<file path="src/sv/cdc_pkg.sv">
`timescale 1ns / 1ps
// ----------------------------------------------------------------------------
// Common divisor count - package
// Shared types and constants for the front end, request queue and back end.
// ----------------------------------------------------------------------------
package cdc_pkg;

    localparam int VALUE_BITS_DEF = 20;
    localparam int COUNT_BITS     = 10;
    localparam int M_TDATA_BITS   = 16;
    localparam int Q_DEPTH        = 2;

    localparam logic [COUNT_BITS-1:0] COUNT_MAX = 10'd1023;

    // How the back end has to treat a request
    typedef enum logic [1:0] {
        KIND_GENERAL,
        KIND_ONE_ZERO,
        KIND_BOTH_ZERO
    } cdc_kind_t;

    localparam int KIND_BITS = 2;

    typedef struct packed {
        logic full;
        logic empty;
    } cdc_q_stat_t;

endpackage

</file>
<file path="src/sv/common_divisor_count_top.sv">
`timescale 1ns / 1ps
// ----------------------------------------------------------------------------
// Common divisor count - top level
// Counts the positive integers that divide both operands of each request.
// ----------------------------------------------------------------------------
// One result per request. The back end forms the gcd g by Euclid's rule and
// then tries every i with i*i <= g; each remainder comes from one shared
// bit-serial divider. Requests are worked one at a time; a two-entry
// queue and an input register let up to three more requests wait, and a
// finished count waits in the output register while the next request runs.
// Both operands zero gives 0; counts above 1023 saturate.
module common_divisor_count_top #(
    parameter int VALUE_BITS = cdc_pkg::VALUE_BITS_DEF,
    localparam int S_TDATA_BITS = ((2 * VALUE_BITS + 7) / 8) * 8
) (
    input  logic                             aclk,
    input  logic                             aresetn,
    input  logic                             s_tvalid,
    output logic                             s_tready,
    input  logic [S_TDATA_BITS-1:0]          s_tdata,  // first_value, second_value, pad
    output logic                             m_tvalid,
    input  logic                             m_tready,
    output logic [cdc_pkg::M_TDATA_BITS-1:0] m_tdata   // divisor_count, pad
);

    localparam int ITEM_BITS = 2 * VALUE_BITS + cdc_pkg::KIND_BITS;

    cdc_pkg::cdc_q_stat_t          q_stat;
    logic                          push;
    logic [ITEM_BITS-1:0]          push_data;
    logic                          pop;
    logic [ITEM_BITS-1:0]          pop_data;
    logic                          rem_start;
    logic [VALUE_BITS-1:0]         rem_dividend;
    logic [VALUE_BITS-1:0]         rem_divisor;
    logic                          rem_done;
    logic [VALUE_BITS-1:0]         rem_value;
    logic [cdc_pkg::COUNT_BITS-1:0] out_count;

    cdc_front #(.VALUE_BITS(VALUE_BITS)) u_front (
        .aclk         (aclk),
        .aresetn      (aresetn),
        .in_valid     (s_tvalid),
        .in_ready     (s_tready),
        .first_value  (s_tdata[VALUE_BITS-1:0]),
        .second_value (s_tdata[2*VALUE_BITS-1:VALUE_BITS]),
        .q_stat       (q_stat),
        .push         (push),
        .push_data    (push_data)
    );

    cdc_queue #(.WIDTH(ITEM_BITS)) u_queue (
        .aclk      (aclk),
        .aresetn   (aresetn),
        .push      (push),
        .push_data (push_data),
        .pop       (pop),
        .pop_data  (pop_data),
        .q_stat    (q_stat)
    );

    cdc_rem #(.VALUE_BITS(VALUE_BITS)) u_rem (
        .aclk      (aclk),
        .aresetn   (aresetn),
        .start     (rem_start),
        .dividend  (rem_dividend),
        .divisor   (rem_divisor),
        .done      (rem_done),
        .remainder (rem_value)
    );

    cdc_back #(.VALUE_BITS(VALUE_BITS)) u_back (
        .aclk         (aclk),
        .aresetn      (aresetn),
        .q_stat       (q_stat),
        .pop          (pop),
        .pop_data     (pop_data),
        .rem_start    (rem_start),
        .rem_dividend (rem_dividend),
        .rem_divisor  (rem_divisor),
        .rem_done     (rem_done),
        .rem_value    (rem_value),
        .out_valid    (m_tvalid),
        .out_ready    (m_tready),
        .out_count    (out_count)
    );

    assign m_tdata = {{(cdc_pkg::M_TDATA_BITS - cdc_pkg::COUNT_BITS){1'b0}}, out_count};

endmodule

</file>
<file path="src/sv/cdc_front.sv">
`timescale 1ns / 1ps
// ----------------------------------------------------------------------------
// Common divisor count - front end
// Accepts operand pairs, tags each with its kind and pushes it into the queue.
// ----------------------------------------------------------------------------
module cdc_front #(
    parameter int VALUE_BITS = cdc_pkg::VALUE_BITS_DEF
) (
    input  logic                                  aclk,
    input  logic                                  aresetn,
    input  logic                                  in_valid,
    output logic                                  in_ready,
    input  logic [VALUE_BITS-1:0]                 first_value,
    input  logic [VALUE_BITS-1:0]                 second_value,
    input  cdc_pkg::cdc_q_stat_t                  q_stat,
    output logic                                  push,
    output logic [2*VALUE_BITS+cdc_pkg::KIND_BITS-1:0] push_data
);

    logic                   valid_reg;
    logic [VALUE_BITS-1:0]  a_reg;
    logic [VALUE_BITS-1:0]  b_reg;
    cdc_pkg::cdc_kind_t     kind_reg;
    cdc_pkg::cdc_kind_t     kind_next;
    logic                   accept;

    assign push     = valid_reg && !q_stat.full;
    assign in_ready = !valid_reg || !q_stat.full;
    assign accept   = in_valid && in_ready;

    always_comb begin
        if (first_value == '0 && second_value == '0) begin
            kind_next = cdc_pkg::KIND_BOTH_ZERO;
        end else if (first_value == '0 || second_value == '0) begin
            kind_next = cdc_pkg::KIND_ONE_ZERO;
        end else begin
            kind_next = cdc_pkg::KIND_GENERAL;
        end
    end

    always_ff @(posedge aclk) begin
        if (!aresetn) begin
            valid_reg <= 1'b0;
        end else if (accept) begin
            valid_reg <= 1'b1;
        end else if (push) begin
            valid_reg <= 1'b0;
        end
    end

    always_ff @(posedge aclk) begin
        if (accept) begin
            a_reg    <= first_value;
            b_reg    <= second_value;
            kind_reg <= kind_next;
        end
    end

    assign push_data = {kind_reg, b_reg, a_reg};

endmodule

</file>
<file path="src/sv/cdc_queue.sv">
`timescale 1ns / 1ps
// ----------------------------------------------------------------------------
// Common divisor count - request queue
// Short FIFO that decouples the front end from the back end.
// ----------------------------------------------------------------------------
module cdc_queue #(
    parameter int WIDTH = 2 * cdc_pkg::VALUE_BITS_DEF + cdc_pkg::KIND_BITS
) (
    input  logic                 aclk,
    input  logic                 aresetn,
    input  logic                 push,
    input  logic [WIDTH-1:0]     push_data,
    input  logic                 pop,
    output logic [WIDTH-1:0]     pop_data,
    output cdc_pkg::cdc_q_stat_t q_stat
);

    localparam int PTR_BITS = (cdc_pkg::Q_DEPTH > 1) ? $clog2(cdc_pkg::Q_DEPTH) : 1;
    localparam int CNT_BITS = $clog2(cdc_pkg::Q_DEPTH + 1);

    logic [WIDTH-1:0]    mem [cdc_pkg::Q_DEPTH];
    logic [PTR_BITS-1:0] wr_ptr_reg;
    logic [PTR_BITS-1:0] rd_ptr_reg;
    logic [CNT_BITS-1:0] fill_reg;

    assign q_stat.full  = (fill_reg == CNT_BITS'(cdc_pkg::Q_DEPTH));
    assign q_stat.empty = (fill_reg == '0);
    assign pop_data     = mem[rd_ptr_reg];

    always_ff @(posedge aclk) begin
        if (!aresetn) begin
            wr_ptr_reg <= '0;
            rd_ptr_reg <= '0;
            fill_reg   <= '0;
        end else begin
            if (push) begin
                wr_ptr_reg <= (wr_ptr_reg == PTR_BITS'(cdc_pkg::Q_DEPTH - 1)) ? '0
                                                                                : wr_ptr_reg + 1'b1;
            end
            if (pop) begin
                rd_ptr_reg <= (rd_ptr_reg == PTR_BITS'(cdc_pkg::Q_DEPTH - 1)) ? '0
                                                                                : rd_ptr_reg + 1'b1;
            end
            if (push && !pop) begin
                fill_reg <= fill_reg + 1'b1;
            end else if (pop && !push) begin
                fill_reg <= fill_reg - 1'b1;
            end
        end
    end

    always_ff @(posedge aclk) begin
        if (push) begin
            mem[wr_ptr_reg] <= push_data;
        end
    end

endmodule

</file>
<file path="src/sv/cdc_rem.sv">
`timescale 1ns / 1ps
// ----------------------------------------------------------------------------
// Common divisor count - remainder unit
// Restoring division, one quotient bit per cycle; returns the remainder only.
// ----------------------------------------------------------------------------
module cdc_rem #(
    parameter int VALUE_BITS = cdc_pkg::VALUE_BITS_DEF
) (
    input  logic                  aclk,
    input  logic                  aresetn,
    input  logic                  start,
    input  logic [VALUE_BITS-1:0] dividend,
    input  logic [VALUE_BITS-1:0] divisor,
    output logic                  done,
    output logic [VALUE_BITS-1:0] remainder
);

    localparam int STEP_BITS = $clog2(VALUE_BITS + 1);

    logic                   busy_reg;
    logic                   done_reg;
    logic [STEP_BITS-1:0]   step_reg;
    logic [VALUE_BITS-1:0]  n_reg;
    logic [VALUE_BITS-1:0]  d_reg;
    logic [VALUE_BITS:0]    r_reg;
    logic [VALUE_BITS:0]    shifted;
    logic [VALUE_BITS:0]    r_next;

    always_comb begin
        shifted = {r_reg[VALUE_BITS-1:0], n_reg[VALUE_BITS-1]};
        if (shifted >= {1'b0, d_reg}) begin
            r_next = shifted - {1'b0, d_reg};
        end else begin
            r_next = shifted;
        end
    end

    always_ff @(posedge aclk) begin
        if (!aresetn) begin
            busy_reg <= 1'b0;
            done_reg <= 1'b0;
            step_reg <= '0;
        end else begin
            done_reg <= 1'b0;
            if (start) begin
                busy_reg <= 1'b1;
                step_reg <= STEP_BITS'(VALUE_BITS);
            end else if (busy_reg) begin
                step_reg <= step_reg - 1'b1;
                if (step_reg == STEP_BITS'(1)) begin
                    busy_reg <= 1'b0;
                    done_reg <= 1'b1;
                end
            end
        end
    end

    always_ff @(posedge aclk) begin
        if (start) begin
            n_reg <= dividend;
            d_reg <= divisor;
            r_reg <= '0;
        end else if (busy_reg) begin
            n_reg <= {n_reg[VALUE_BITS-2:0], 1'b0};
            r_reg <= r_next;
        end
    end

    assign done      = done_reg;
    assign remainder = r_reg[VALUE_BITS-1:0];

endmodule

</file>
<file path="src/sv/cdc_back.sv">
`timescale 1ns / 1ps
// ----------------------------------------------------------------------------
// Common divisor count - back end
// Runs Euclid's rule and then trial division on the shared remainder unit,
// and holds the result in the output register.
// ----------------------------------------------------------------------------
module cdc_back #(
    parameter int VALUE_BITS = cdc_pkg::VALUE_BITS_DEF
) (
    input  logic                                       aclk,
    input  logic                                       aresetn,
    input  cdc_pkg::cdc_q_stat_t                       q_stat,
    output logic                                       pop,
    input  logic [2*VALUE_BITS+cdc_pkg::KIND_BITS-1:0] pop_data,
    output logic                                       rem_start,
    output logic [VALUE_BITS-1:0]                      rem_dividend,
    output logic [VALUE_BITS-1:0]                      rem_divisor,
    input  logic                                       rem_done,
    input  logic [VALUE_BITS-1:0]                      rem_value,
    output logic                                       out_valid,
    input  logic                                       out_ready,
    output logic [cdc_pkg::COUNT_BITS-1:0]             out_count
);

    localparam int IDX_BITS = (VALUE_BITS + 1) / 2 + 1;
    localparam int SQ_BITS  = VALUE_BITS + 2;
    localparam int CW       = cdc_pkg::COUNT_BITS;

    typedef enum logic [2:0] {
        ST_IDLE,
        ST_EUC_START,
        ST_EUC_WAIT,
        ST_TRIAL_CHECK,
        ST_TRIAL_WAIT,
        ST_EMIT
    } state_t;

    state_t                 state_reg, state_next;
    logic [VALUE_BITS-1:0]  x_reg, x_next;
    logic [VALUE_BITS-1:0]  y_reg, y_next;
    logic [IDX_BITS-1:0]    idx_reg, idx_next;
    logic [SQ_BITS-1:0]     sq_reg, sq_next;
    logic [CW-1:0]          cnt_reg, cnt_next;
    logic                   out_valid_reg, out_valid_next;
    logic [CW-1:0]          out_count_reg, out_count_next;

    logic [VALUE_BITS-1:0]  in_a;
    logic [VALUE_BITS-1:0]  in_b;
    cdc_pkg::cdc_kind_t     in_kind;
    logic                   sq_over;
    logic [CW:0]            cnt_sum;
    logic                   out_free;

    assign in_a    = pop_data[VALUE_BITS-1:0];
    assign in_b    = pop_data[2*VALUE_BITS-1:VALUE_BITS];
    assign in_kind = cdc_pkg::cdc_kind_t'(pop_data[2*VALUE_BITS+:cdc_pkg::KIND_BITS]);

    // x_reg carries the gcd once Euclid's loop is done
    assign sq_over   = sq_reg > {2'b00, x_reg};
    assign out_free  = !out_valid_reg || out_ready;
    assign pop       = (state_reg == ST_IDLE) && !q_stat.empty;
    assign rem_start = (state_reg == ST_EUC_START) || (state_reg == ST_TRIAL_CHECK && !sq_over);
    assign rem_dividend = x_reg;
    assign rem_divisor  = (state_reg == ST_EUC_START) ? y_reg : VALUE_BITS'(idx_reg);

    always_comb begin
        cnt_sum = {1'b0, cnt_reg} + ((sq_reg == {2'b00, x_reg}) ? (CW + 1)'(1) : (CW + 1)'(2));
    end

    always_comb begin
        state_next     = state_reg;
        x_next         = x_reg;
        y_next         = y_reg;
        idx_next       = idx_reg;
        sq_next        = sq_reg;
        cnt_next       = cnt_reg;
        out_valid_next = out_valid_reg && !out_ready;
        out_count_next = out_count_reg;

        unique case (state_reg)
            ST_IDLE: begin
                if (!q_stat.empty) begin
                    x_next   = in_a | in_b;
                    y_next   = in_b;
                    idx_next = IDX_BITS'(1);
                    sq_next  = SQ_BITS'(1);
                    cnt_next = '0;
                    unique case (in_kind)
                        cdc_pkg::KIND_GENERAL: begin
                            x_next     = in_a;
                            state_next = ST_EUC_START;
                        end
                        cdc_pkg::KIND_ONE_ZERO: begin
                            state_next = ST_TRIAL_CHECK;
                        end
                        default: begin
                            state_next = ST_EMIT;
                        end
                    endcase
                end
            end
            ST_EUC_START: begin
                state_next = ST_EUC_WAIT;
            end
            ST_EUC_WAIT: begin
                if (rem_done) begin
                    x_next = y_reg;
                    y_next = rem_value;
                    state_next = (rem_value == '0) ? ST_TRIAL_CHECK : ST_EUC_START;
                end
            end
            ST_TRIAL_CHECK: begin
                state_next = sq_over ? ST_EMIT : ST_TRIAL_WAIT;
            end
            ST_TRIAL_WAIT: begin
                if (rem_done) begin
                    if (rem_value == '0) begin
                        cnt_next = (cnt_sum > {1'b0, cdc_pkg::COUNT_MAX}) ? cdc_pkg::COUNT_MAX
                                                                          : cnt_sum[CW-1:0];
                    end
                    // (i+1)^2 = i^2 + 2i + 1
                    sq_next    = sq_reg + SQ_BITS'({idx_reg, 1'b1});
                    idx_next   = idx_reg + 1'b1;
                    state_next = ST_TRIAL_CHECK;
                end
            end
            ST_EMIT: begin
                if (out_free) begin
                    out_valid_next = 1'b1;
                    out_count_next = cnt_reg;
                    state_next     = ST_IDLE;
                end
            end
            default: begin
                state_next = ST_IDLE;
            end
        endcase
    end

    always_ff @(posedge aclk) begin
        if (!aresetn) begin
            state_reg     <= ST_IDLE;
            out_valid_reg <= 1'b0;
        end else begin
            state_reg     <= state_next;
            out_valid_reg <= out_valid_next;
        end
        x_reg         <= x_next;
        y_reg         <= y_next;
        idx_reg       <= idx_next;
        sq_reg        <= sq_next;
        cnt_reg       <= cnt_next;
        out_count_reg <= out_count_next;
    end

    assign out_valid = out_valid_reg;
    assign out_count = out_count_reg;

endmodule

</file>
<file path="config.mk">
export PLATFORM = sky130hd
export DESIGN_NAME = common_divisor_count_top
export DESIGN_NICKNAME = d
export VERILOG_FILES = /design/src/sv/cdc_pkg.sv /design/src/sv/common_divisor_count_top.sv /design/src/sv/cdc_front.sv /design/src/sv/cdc_queue.sv /design/src/sv/cdc_rem.sv /design/src/sv/cdc_back.sv
export SDC_FILE = /design/constraint.sdc
export NUM_CORES = 1
export LEC_CHECK = 0
export BUFFER_PORTS_ARGS = -buffer_cell sky130_fd_sc_hd__buf_2
export CAP_MARGIN = 15
export CORE_UTILIZATION = 25
export DETAILED_ROUTE_END_ITERATION = 12
export SLEW_MARGIN = 20
export SYNTH_ARGS = -nofsm -noshare
export SYNTH_HDL_FRONTEND = slang
export SYNTH_SLANG_ARGS = --single-unit
</file>
<file path="constraint.sdc">
create_clock -name aclk -period 5.9 [get_ports aclk]
set_clock_uncertainty 0.15 [all_clocks]
set_input_delay 1.18 -clock aclk [delete_from_list [all_inputs] [get_ports aclk]]
set_output_delay 1.18 -clock aclk [all_outputs]
set_load 0.02 [all_outputs]
</file>
==> metrics <==
initial antenna violation count=0; Hold Crit Class=register to register; Fin Setup TNS=0 ns; critical path arrival=about 4.3 ns; Post-synth EDFFs=roughly 260; via count=around 8,700; DRT Pass-1 Iters=4; Synth top area share=a little under three fifths; PD cells=~550 nW/um2; Core ar.=between 50,000 and 60,000 um2; dpl cell area=between 15,000 and 20,000 um2; outcome=completed; final count of hold timing violations=0; CTS Hold Buffers Added=0; fill count=between 5,000 and 6,000; register area share after synthesis=between 60 and 70%; grt total ovfl=0; Synth area leader=edfxtp_1; gr usage total=between 10% and 20%; largest family of logic cells by synthesized area=compound AO/OA/AOI/OAI gates; r2r setup slk=~1.9 ns; clock tree from TritonCTS=built; max_slew headroom=37.8%; Vias/cell=approximately 4.5; Die ar.=approximately 57,000 um2; max reg flops=84; Port Buffers=55; area delta synth->final=15.2%; max-slew violations=0; Rows=between 80 and 90; final RePlAce weighted congestion=between 0.8 and 0.9; Fmax achieved=250 MHz; mux contribution to synthesized area=between 4 and 5%; area of the multi-input gates=between 4000 and 5000 um2; CTS sink count=296; min Tclk post-route=between 3 and 4 ns; syn avg cell area=12.4 um2; H-tree levels=1; first-pass GRT wire length=about 49 mm; layout cell share with drive strength beyond 1=between 10% and 20%; worst path required time=6.23 ns; Residual DRC=0; Antenna Violating Nets Remaining=0; post-cts sizing count=0; Yosys cell types=slightly below 60; # setup viols final=0; M3 GR Usage=between 1 and 1.5%; CTS buffer count=31; Antenna Cells=0; async set-or-reset flop fraction in the synthesized netlist=0%; GRT busiest layer=met2; Yosys warnings=0; number of max-cap violations=0; Worst setup EP type=register; worst-skew pair later-pin latency=just under 0.6 ns; Root Buffer=clkbuf_16; crit path kind=register to register; final instance area=~16,000 um2; count leader, synth=edfxtp_1; XOR/XNOR share of the synthesized area=under 10%; met2 Resource Use GR=a little under a fifth; clk slew on worst S/H paths=about 0.060 ns; Slew @ Worst Pin=0.933 ns; Final nets=about 1,300; Synth Area in Compound Gates=12.6%; leakage=roughly 5.7 nW; FF+latch count, synth=approximately 300; DR WL/cell=around 16 um; routed wire length=30.9 mm; die width=between 200 and 250 um; top cells by area, synth=edfxtp_1 56%, dfxtp_1 5.3%, ha_1 5.1%; period utilisation layout=around two thirds; grt met1 use=roughly 15%; starting density of the core=roughly a quarter; io pins=between 60 and 70; ys flop type=edfxtp_1; Die Y=between 200 and 250 um; Cells after Synth=approximately 1,100; Longest Clk Path Bufs=3; mapped cell area=13,900 um2; CP startpoint kind=register; DP Wirelength=between 20 and 25 mm; Critical Path Fanout Max=27; Peak VDD IR=about 0.00026 V; RSZ-0062 raised after global routing=false; register area=8520 um2; pin count of the biggest net entering global routing=81; Iteration-0 DRC Markers=between 400 and 500; # Post-CTS Setup Buffers=0; commonest cells in the netlist=259 x edfxtp_1, 76 x a21oi_1, 71 x nor2_1; adder-cell share of the synthesized area=5.56%; Synth Area in Simple Gates=9.68%; vias in the first global route=approximately 8,800
-- path summary, 6_finish.rpt --
check	startpoint	endpoint	cells past startpoint
worst max-delay path	u_rem.r_reg[7]$_SDFFE_PP0P_	u_rem.r_reg[18]$_SDFFE_PP0P_	9
worst min register to register	u_front.a_reg[0]$_DFFE_PP_	u_queue.mem[0][0]$_DFFE_PP_	0
worst max register to register	u_rem.r_reg[7]$_SDFFE_PP0P_	u_rem.r_reg[18]$_SDFFE_PP0P_	9
worst min-delay path	u_front.a_reg[0]$_DFFE_PP_	u_queue.mem[0][0]$_DFFE_PP_	0
-- report_power, final --
group | switching, mW | internal, mW
logic | 1.97 | 1.33
clock network | 0.807 | 1.05
registers | 0.468 | 3.12
total | 3.25 | 5.50
-- worst max-delay path: stages (launching register included) --
cell	delay, ns
dfxtp_1	0.44
ha_1	0.34
a21oi_1	0.21
o21ai_0	0.20
or3_1	0.35
o21ai_1	0.34
o211a_1	0.85
clkinv_1	0.54
mux2i_1	0.22
a211oi_1	0.25
-- area by class of cell --
type,count,share of cell area (%)
clock buffers,39,5.03
inverters,64,1.50
clock inverters,18,0.953
repair buffers,68,2.33
flip-flops and latches,296,53.2
multi-input cells,715,31.1
well taps,748,5.85
-- metrics by stage --
step	setup WS [ns]	total power [mW]	std cells	hold slack, ns	util, %
2_1_floorplan	1.79	5.99	1123	0.271	-
3_3_place_gp	2.02	6.86	1891	0.276	27.4
3_5_place_dp	1.92	6.92	1891	0.280	27.4
4_1_cts	1.90	8.84	1948	0.293	29.1
5_1_grt	1.62	9.38	1948	0.309	29.1
6_report	1.91	8.75	1948	0.292	29.1
-- cells in the final DEF, fill, tap and decap left out, types with 4 or more instances in the layout --
master / count
xnor2_1: 17
nand2_1: 61
xor2_1: 28
conb_1: 6
nor2b_1: 8
a21boi_0: 5
and3_1: 9
mux2_1: 19
nor3b_1: 8
or3_1: 13
dfxtp_1: 36
a21o_1: 35
edfxtp_1: 259
clkinv_2: 6
clkbuf_16: 31
inv_1: 63
o21a_1: 10
clkinvlp_4: 4
nand3_1: 20
nor4_1: 17
clkbuf_1: 8
o211ai_1: 5
buf_4: 13
and2_1: 20
ha_1: 57
nand4_1: 4
clkinv_1: 5
buf_2: 55
nand2b_1: 7
a211oi_1: 60
nor3_1: 16
nor2_1: 70
a21oi_1: 75
or2_2: 5
mux2i_1: 30
o21ai_0: 47
a31oi_1: 9
mux2_2: 11
-- cell families after synthesis --
| group | Yosys count |
|---|---|
| AO/OA/AOI/OAI | 273 |
| XOR/XNOR | 45 |
| adder cells (fa/ha/maj) | 60 |
| buffers and inverters | 112 |
| flip-flops | 296 |
| multiplexers | 60 |
| other | 1 |
| AND/OR/NAND/NOR | 271 |
-- metal layers --
metal  wire, um  share of wire, %
met1      14500                47
met2      14700                47
met3        939               3.0
met4        835               2.7
met5          0                 0
Power figures use the tool's default switching activity.
